--- config.mk ---
export PLATFORM = sky130hd
export DESIGN_NAME = lud_ctrl
export DESIGN_NICKNAME = d
export VERILOG_FILES = /design/src/design/lud_pkg.sv /design/src/design/lud_ctrl.sv
export SDC_FILE = /design/constraint.sdc
export NUM_CORES = 1
export LEC_CHECK = 0
export BUFFER_PORTS_ARGS = -buffer_cell sky130_fd_sc_hd__buf_2
export CAP_MARGIN = 20
export CORE_ASPECT_RATIO = 1.2
export CORE_MARGIN = 4
export CORE_UTILIZATION = 58
export CTS_BUF_LIST = sky130_fd_sc_hd__clkbuf_8
export DETAILED_ROUTE_END_ITERATION = 8
export PLACE_DENSITY = 0.92
export SYNTH_ARGS = -nofsm -noshare
export SYNTH_HDL_FRONTEND = slang
export SYNTH_SLANG_ARGS = --single-unit
--- constraint.sdc ---
create_clock -name i_clk -period 5.3 [get_ports i_clk]
set_input_delay 0.53 -clock i_clk [delete_from_list [all_inputs] [get_ports i_clk]]
set_output_delay 0.53 -clock i_clk [all_outputs]
set_load 0.05 [all_outputs]
--- src/design/lud_pkg.sv ---
// lud_pkg: shared constants, types and helper functions for the lu factorization block
// no dependencies; compiled first

package lud_pkg;

    localparam int MAX_ORDER  = 8;
    localparam int DATA_WIDTH = 32;
    localparam int FRAC_BITS  = 16;
    localparam int IDX_W      = $clog2(MAX_ORDER);
    localparam int ADDR_W     = 2 * IDX_W;
    localparam int SIZE_W     = IDX_W + 1;
    localparam int CNT_W      = ADDR_W + 1;
    localparam int EPS_W      = 17;
    localparam int PROD_W     = 2 * DATA_WIDTH;
    localparam int DIFF_W     = DATA_WIDTH + FRAC_BITS + 1;

    localparam logic signed [DATA_WIDTH-1:0] Q_ONE   = DATA_WIDTH'(1 << FRAC_BITS);
    localparam logic signed [DATA_WIDTH-1:0] SAT_MAX = {1'b0, {(DATA_WIDTH-1){1'b1}}};
    localparam logic signed [DATA_WIDTH-1:0] SAT_MIN = {1'b1, {(DATA_WIDTH-1){1'b0}}};

    localparam logic [0:0] CFG_MATRIX_SIZE  = 1'd0;
    localparam logic [0:0] CFG_PIVOT_EPSILON = 1'd1;

    typedef enum logic [4:0] {
        S_LOAD, S_INIT, S_COL, S_SRCH_RD, S_SRCH_CMP, S_TEST,
        S_SWAP_RD, S_SWAP_WA, S_SWAP_WB, S_PIV_RD, S_PIV_LD,
        S_DIV_RD, S_DIV_GO, S_DIV_WAIT, S_UPD_RD, S_UPD_MUL, S_UPD_WR,
        S_OUT_RD, S_OUT_LD, S_OUT_WAIT, S_SING
    } t_state;

    typedef struct packed {
        logic             in_ready;
        logic             init_perm;
        logic             srch_rd;
        logic             srch_cmp;
        logic             perm_swap;
        logic             swap_rd;
        logic             swap_wa;
        logic             swap_wb;
        logic             piv_rd;
        logic             piv_ld;
        logic             div_rd;
        logic             div_start;
        logic             div_wr;
        logic             upd_rd;
        logic             upd_mul;
        logic             upd_wr;
        logic             out_rd;
        logic             out_ld;
        logic             sing_ld;
        logic [IDX_W-1:0] n;
        logic [IDX_W-1:0] i;
        logic [IDX_W-1:0] j;
    } t_cmd;

    typedef struct packed {
        logic in_last;
        logic below_eps;
        logic swap_needed;
        logic div_done;
        logic out_valid;
        logic out_taken;
        logic out_last;
    } t_sts;

    function automatic logic [SIZE_W-1:0] order_of(input logic [SIZE_W-1:0] ms);
        logic [SIZE_W-1:0] r;
        if (ms == '0) begin
            r = SIZE_W'(1);
        end else if (ms > SIZE_W'(MAX_ORDER)) begin
            r = SIZE_W'(MAX_ORDER);
        end else begin
            r = ms;
        end
        return r;
    endfunction

    function automatic logic signed [DATA_WIDTH-1:0] sat_diff(
        input logic signed [DIFF_W-1:0] v
    );
        logic signed [DATA_WIDTH-1:0] r;
        if (v > DIFF_W'(SAT_MAX)) begin
            r = SAT_MAX;
        end else if (v < DIFF_W'(SAT_MIN)) begin
            r = SAT_MIN;
        end else begin
            r = v[DATA_WIDTH-1:0];
        end
        return r;
    endfunction

endpackage

--- src/design/lud_ctrl.sv ---
// lud_ctrl: sequencer for load, pivot search, row swap, elimination and result streaming
// depends on lud_pkg

module lud_ctrl
    import lud_pkg::*;
(
    input  logic              i_clk,
    input  logic              i_rst_n,
    input  logic [SIZE_W-1:0] i_sz,
    input  t_sts              i_sts,
    output t_cmd              o_cmd
);

    t_state r_state, n_state;
    logic [IDX_W-1:0] r_n, n_n;
    logic [IDX_W-1:0] r_i, n_i;
    logic [IDX_W-1:0] r_j, n_j;

    logic n_more;
    logic i_more;
    logic j_more;
    logic j_all_more;

    assign n_more     = (SIZE_W'(r_n) + 1'b1) < i_sz;
    assign i_more     = (SIZE_W'(r_i) + 1'b1) < i_sz;
    assign j_more     = (SIZE_W'(r_j) + 1'b1) < i_sz;
    // row swaps cover every stored column
    assign j_all_more = r_j != IDX_W'(MAX_ORDER - 1);

    always_ff @(posedge i_clk) begin
        if (!i_rst_n) begin
            r_state <= S_LOAD;
            r_n     <= '0;
            r_i     <= '0;
            r_j     <= '0;
        end else begin
            r_state <= n_state;
            r_n     <= n_n;
            r_i     <= n_i;
            r_j     <= n_j;
        end
    end

    always_comb begin
        n_state = r_state;
        unique case (r_state)
            S_LOAD:     if (i_sts.in_last) n_state = S_INIT;
            S_INIT:     n_state = S_COL;
            S_COL:      n_state = n_more ? S_SRCH_RD : S_OUT_RD;
            S_SRCH_RD:  n_state = S_SRCH_CMP;
            S_SRCH_CMP: n_state = i_more ? S_SRCH_RD : S_TEST;
            S_TEST: begin
                priority if (i_sts.below_eps) n_state = S_SING;
                else if (i_sts.swap_needed)   n_state = S_SWAP_RD;
                else                          n_state = S_PIV_RD;
            end
            S_SWAP_RD:  n_state = S_SWAP_WA;
            S_SWAP_WA:  n_state = S_SWAP_WB;
            S_SWAP_WB:  n_state = j_all_more ? S_SWAP_RD : S_PIV_RD;
            S_PIV_RD:   n_state = S_PIV_LD;
            S_PIV_LD:   n_state = S_DIV_RD;
            S_DIV_RD:   n_state = S_DIV_GO;
            S_DIV_GO:   n_state = S_DIV_WAIT;
            S_DIV_WAIT: if (i_sts.div_done) n_state = S_UPD_RD;
            S_UPD_RD:   n_state = S_UPD_MUL;
            S_UPD_MUL:  n_state = S_UPD_WR;
            S_UPD_WR: begin
                priority if (j_more) n_state = S_UPD_RD;
                else if (i_more)     n_state = S_DIV_RD;
                else                 n_state = S_COL;
            end
            S_OUT_RD:   n_state = S_OUT_LD;
            S_OUT_LD:   n_state = S_OUT_WAIT;
            S_OUT_WAIT: begin
                if (i_sts.out_taken) n_state = i_sts.out_last ? S_LOAD : S_OUT_RD;
            end
            S_SING:     n_state = S_OUT_WAIT;
            default:    n_state = S_LOAD;
        endcase
    end

    always_comb begin
        n_n = r_n;
        n_i = r_i;
        n_j = r_j;
        unique case (r_state)
            S_INIT: n_n = '0;
            S_COL: begin
                n_i = n_more ? r_n : '0;
                n_j = '0;
            end
            S_SRCH_CMP: if (i_more) n_i = r_i + 1'b1;
            S_TEST:     n_j = '0;
            S_SWAP_WB:  if (j_all_more) n_j = r_j + 1'b1;
            S_PIV_LD:   n_i = r_n + 1'b1;
            S_DIV_WAIT: n_j = r_n + 1'b1;
            S_UPD_WR: begin
                priority if (j_more) begin
                    n_j = r_j + 1'b1;
                end else if (i_more) begin
                    n_i = r_i + 1'b1;
                end else begin
                    n_n = r_n + 1'b1;
                end
            end
            S_OUT_WAIT: begin
                if (i_sts.out_taken && !i_sts.out_last) begin
                    if (j_more) begin
                        n_j = r_j + 1'b1;
                    end else begin
                        n_j = '0;
                        n_i = r_i + 1'b1;
                    end
                end
            end
            default: ;
        endcase
    end

    always_comb begin
        o_cmd           = '0;
        o_cmd.n         = r_n;
        o_cmd.i         = r_i;
        o_cmd.j         = r_j;
        o_cmd.in_ready  = r_state == S_LOAD;
        o_cmd.init_perm = r_state == S_INIT;
        o_cmd.srch_rd   = r_state == S_SRCH_RD;
        o_cmd.srch_cmp  = r_state == S_SRCH_CMP;
        o_cmd.perm_swap = (r_state == S_TEST) && !i_sts.below_eps && i_sts.swap_needed;
        o_cmd.swap_rd   = r_state == S_SWAP_RD;
        o_cmd.swap_wa   = r_state == S_SWAP_WA;
        o_cmd.swap_wb   = r_state == S_SWAP_WB;
        o_cmd.piv_rd    = r_state == S_PIV_RD;
        o_cmd.piv_ld    = r_state == S_PIV_LD;
        o_cmd.div_rd    = r_state == S_DIV_RD;
        o_cmd.div_start = r_state == S_DIV_GO;
        o_cmd.div_wr    = (r_state == S_DIV_WAIT) && i_sts.div_done;
        o_cmd.upd_rd    = r_state == S_UPD_RD;
        o_cmd.upd_mul   = r_state == S_UPD_MUL;
        o_cmd.upd_wr    = r_state == S_UPD_WR;
        o_cmd.out_rd    = r_state == S_OUT_RD;
        o_cmd.out_ld    = r_state == S_OUT_LD;
        o_cmd.sing_ld   = r_state == S_SING;
    end

    a_ready_no_result: assert property (@(posedge i_clk) disable iff (!i_rst_n)
        o_cmd.in_ready |-> !i_sts.out_valid)
        else $error("input taken while a result is pending");

    a_div_wait: assert property (@(posedge i_clk) disable iff (!i_rst_n)
        o_cmd.div_start |=> (r_state == S_DIV_WAIT))
        else $error("divider started outside the elimination sequence");

    a_upd_range: assert property (@(posedge i_clk) disable iff (!i_rst_n)
        o_cmd.upd_wr |-> (r_i > r_n && r_j > r_n && SIZE_W'(r_i) < i_sz
                          && SIZE_W'(r_j) < i_sz))
        else $error("elimination index out of range");

endmodule

# Yosys cells after proc, flatten, opt, wreduce, memory -nomap -nowiden
# Index checks and enable logic that the tools add are counted.
# W data, S select, Z words.
[classes] add_sub_neg=6 n_reduce_logical=16 n_lt_le_gt_ge=3 mux=26 eq_ne=30
[op_table] cell="$pmux W5 S20" count=1
[op_table] cell="$eq A5 B4 Y1 const B" count=8
[op_table] cell="$mux W3" count=12
[op_table] cell="$mux W5" count=6
[op_table] cell="$pmux W3 S5" count=2
[op_table] cell="$eq A5 B5 Y1 const B" count=5
[op_table] cell="$eq A5 B3 Y1 const B" count=4
[op_table] cell="$mux W4" count=4
[op_table] cell="$ne A2 B2 Y1 const B" count=7
[op_table] cell="$add A3 B1 Y4 const B" count=3
[op_table] cell="$lt A4 B4 Y1" count=3
[op_table] cell="$eq A5 B2 Y1 const B" count=2
[op_table] cell="$reduce_bool A5 Y1" count=2
[op_table] cell="$add A3 B1 Y3 const B" count=3
[op_table] cell="$reduce_and A4 Y1" count=2
[op_table] cell="$pmux W3 S2" count=1
[op_table] cell="$reduce_and A3 Y1" count=2
[op_table] cell="$eq A5 B1 Y1 const B" count=1
[op_table] cell="$logic_not A5 Y1" count=1
[op_table] cell="$logic_and A1 B1 Y1" count=4
[op_table] cell="$ne A2 B1 Y1 const B" count=2
[op_table] cell="$reduce_or A2 Y1" count=2
[op_table] cell="$ne A3 B3 Y1 const B" count=1
[op_table] cell="$logic_not A1 Y1" count=2
[op_table] cell="$reduce_bool A2 Y1" count=1
[totals] reg_bits=14 input_bits=13 elab_cells=85

# Depth between registers and ports, before layout
[depth] word_depth=5 mapped_depth=8

# Least setup slack after synthesis
# Ideal clock, no wire load.
[synth_timing] kind="flip-flop to output port" startpoint="register r_state[4]" endpoint="output port o_cmd[23] (netlist bit)" arrival_time_ns=2.193 n_path_buf=2 path_stages_with_launch=6 setup_slack_ns=2.577 cell_sequence="dfxtp_1 > buf_4 > buf_2 > nor3b_2 > nand2_1 > nor3b_1"
[synth_rtl] element="from (decl)" line="lud_ctrl.sv:14" text="t_state r_state, n_state;"
[synth_rtl] element="from (signal assigned)" line="lud_ctrl.sv:37" text="r_state <= n_state;"
[synth_rtl] element="to (decl)" line="lud_ctrl.sv:11" text="output t_cmd o_cmd"

==> summary.md <==
| Metric | Value |
|---|---|
| Total GRT Usage | `25.4%` |
| Vias per cell | `6.64` |
| Final WL | `4850 um` |
| R2r startpoint | `r_n[0]` |
| Num ports | `41` |
| Clk slew on worst S/H paths | `60 ps` |
| Synth unique cells | `59` |
| CTS Hold Buffers Added | `0` |
| Layout cells sized above 1 | `19.8%` |
| Flops & latches, synth | `14` |
| RSZ-0062 raised after global routing | `no` |
| Sequential area share after synthesis | `16.1%` |
| Worst VDD drop | `0.163 mV` |
| Leakage power | `0.913 nW` |
| Critical Path End Type | `output pin` |
| CTS tree | `built` |
| Final GP Congestion | `0.942` |
| Synth Flop Type | `dfxtp_1` |
| # clock sinks | `14` |
| Worst-Skew Late Latency | `250 ps` |
| Initial antenna violation count | `0` |
| Number of synthesized flops with an enable pin | `0` |
| Max FO, Critical Path | `28` |
| Total gr overflow | `0` |
| Top post-synthesis cells by count | `nor2_1 (21), a21oi_1 (20), nand2_1 (18)` |
| Antenna Cells | `0` |
| Cell accounting for the most synthesized area | `dfxtp_1` |
| Setup crit start | `r_state[0]` |
| Vias in the first global route | `1764` |
| Area contributors post-synth | `dfxtp_1 (16%), ha_1 (9.4%), a21oi_1 (5.8%), nor2_1 (4.5%), nand2_1 (3.9%)` |
| Root Driver | `clkbuf_8` |
| Largest net degree at the start of global routing | `33` |
| Die Footprint | `0.00394 mm^2` |
| CORE AREA | `0.00284 mm^2` |
| Setup Viol. Count Final | `0` |
| MaxCap Viol Count | `0` |
| Relative slew slack | `31.6%` |
| Buffers on Ports | `39` |
| Final HPWL DP | `3490 um` |
| Synthesized area | `0.00174 mm^2` |
| Layout filler cell count | `253` |
| Max-slew violations | `0` |
| Worst-Margin Slew | `1030 ps` |
| Synth async-reset ratio | `0%` |
| Sequential Area | `280 um^2` |
| Hold Path Class | `reg2reg` |
| Setup Skew | `2.63 ps` |
| Highest Clock Rate | `345 MHz` |
| DP Worst Slack | `2730 ps` |
| Most common cell in the synthesized netlist | `nor2_1` |
| Period minus WS final | `2900 ps` |
| Initial Util | `61.2%` |
| Worst hold start | `r_j[1]` |
| Syn nets | `266` |
| Syn-to-layout area delta | `12.1%` |
| Syn Inst Count | `240` |
| CP Class | `reg2out` |
| Critical Path RT | `4770 ps` |
| Setup TNS | `0 ps` |
| Startpoint Class | `register` |
| Worst setup slack after layout | `2400 ps` |
| Pwr Density | `199 mW/mm^2` |
| Fin. Hold Viols | `0` |
| Area occupied by multi-input gates | `0.00133 mm^2` |
| Post-cts resize count | `0` |
| Die H | `67.9 um` |
| Chip width | `58.0 um` |
| Ys Warns | `0` |
| First-pass GRT wire length | `7990 um` |
| Routed Antenna Nets | `0` |
| Fin crit share | `54.6%` |
| Yosys top cell area share | `16.1%` |
| Final Power | `387 uW` |
| # DRC | `0` |
| Rows | `21` |
| CP Data Arrival Time | `2370 ps` |
| TritonCTS buffer count | `3` |
| Status | `completed` |
| Nets | `295` |
| Starting DRT DRC Count | `175` |
| CTS max path bufs | `2` |
| Postcts setup bufs | `0` |
| First-pass iteration count of the detailed router | `4` |
| Wire length per cell | `16.1 um` |
| H-tree depth | `1` |
| Vias | `2004` |
| Post-Syn Area per Cell | `7.24 um^2` |
[registers in the layout (all words and copies together) (netlist names)]
register / cells
r_j: 3
r_i: 3
r_state: 5
r_n: 3
[per-stage QoR]
step           cells  instance area, um^2  hold WS, ps  utilization (%)
2_1_floorplan    240                 1740          648                -
3_3_place_gp     298                 1890          503             66.7
3_5_place_dp     298                 1890          509             66.7
4_1_cts          302                 1950          518             68.6
5_1_grt          302                 1950          564             68.6
6_report         302                 1950          516             68.6
[final timing paths]
path	endpoint	cells past startpoint	slack, ps
worst max-delay path	o_cmd[23]	4	2400
worst min-delay path	r_j[1]	2	520
worst max register to register	r_i[1]	8	2680
worst min register to register	r_j[1]	2	520
[cell families after synthesis]
family / synth area share (%)
muxes: 0.648
and+or+nand+nor: 31.3
DFF: 16.1
AOI/OAI and AO/OA: 32.3
buffers and inverters: 7.13
xor gates and xnor gates: 3.03
adders and majority gates: 9.37
[power by group]
group / switching [mW] / total [mW] / internal [mW]
logic: 0.0900 / 0.141 / 0.0512
registers: 0.0252 / 0.137 / 0.112
clock network: 0.0433 / 0.109 / 0.0660
[area by class of cell]
type,count,share of cell area [%]
well taps,34,2.19
repair buffers,39,10.0
inverters,11,2.12
flip-flops and latches,14,14.4
multi-input cells,200,68.4
clock buffers,4,2.83
[metal layers]
layer	up-vias	track usage [%]	share of wire, %
li1	954	-	-
met1	895	33.4	41
met2	140	41.2	45
met3	15	2.45	11
met4	0	12.5	2.6
met5	-	0	0
[critical path: stages (launching register included)]
cell and delay [ps]:
dfxtp_1 920, nor3b_2 430, nand2_1 150, nor3b_1 280, buf_2 320
[cells in the final DEF, fill, tap and decap left out, types with 4 or more instances in the layout]
cell type | netlist | routed
dfxtp_1 | 14 | 14
and3_1 | 4 | 4
ha_1 | 13 | 13
a21oi_1 | 20 | 20
nor2_1 | 21 | 21
buf_2 | 6 | 39
nand2b_1 | 6 | 6
xor2_1 | 4 | 4
nand3_1 | 11 | 11
inv_1 | 10 | 10
o21a_1 | 4 | 4
a211oi_1 | 7 | 7
nor2b_1 | 6 | 6
nor3_1 | 6 | 6
clkbuf_8 | 0 | 4
o21ai_0 | 12 | 12
nand2_1 | 18 | 18
or3_1 | 9 | 9
Power figures use the tool's default switching activity.
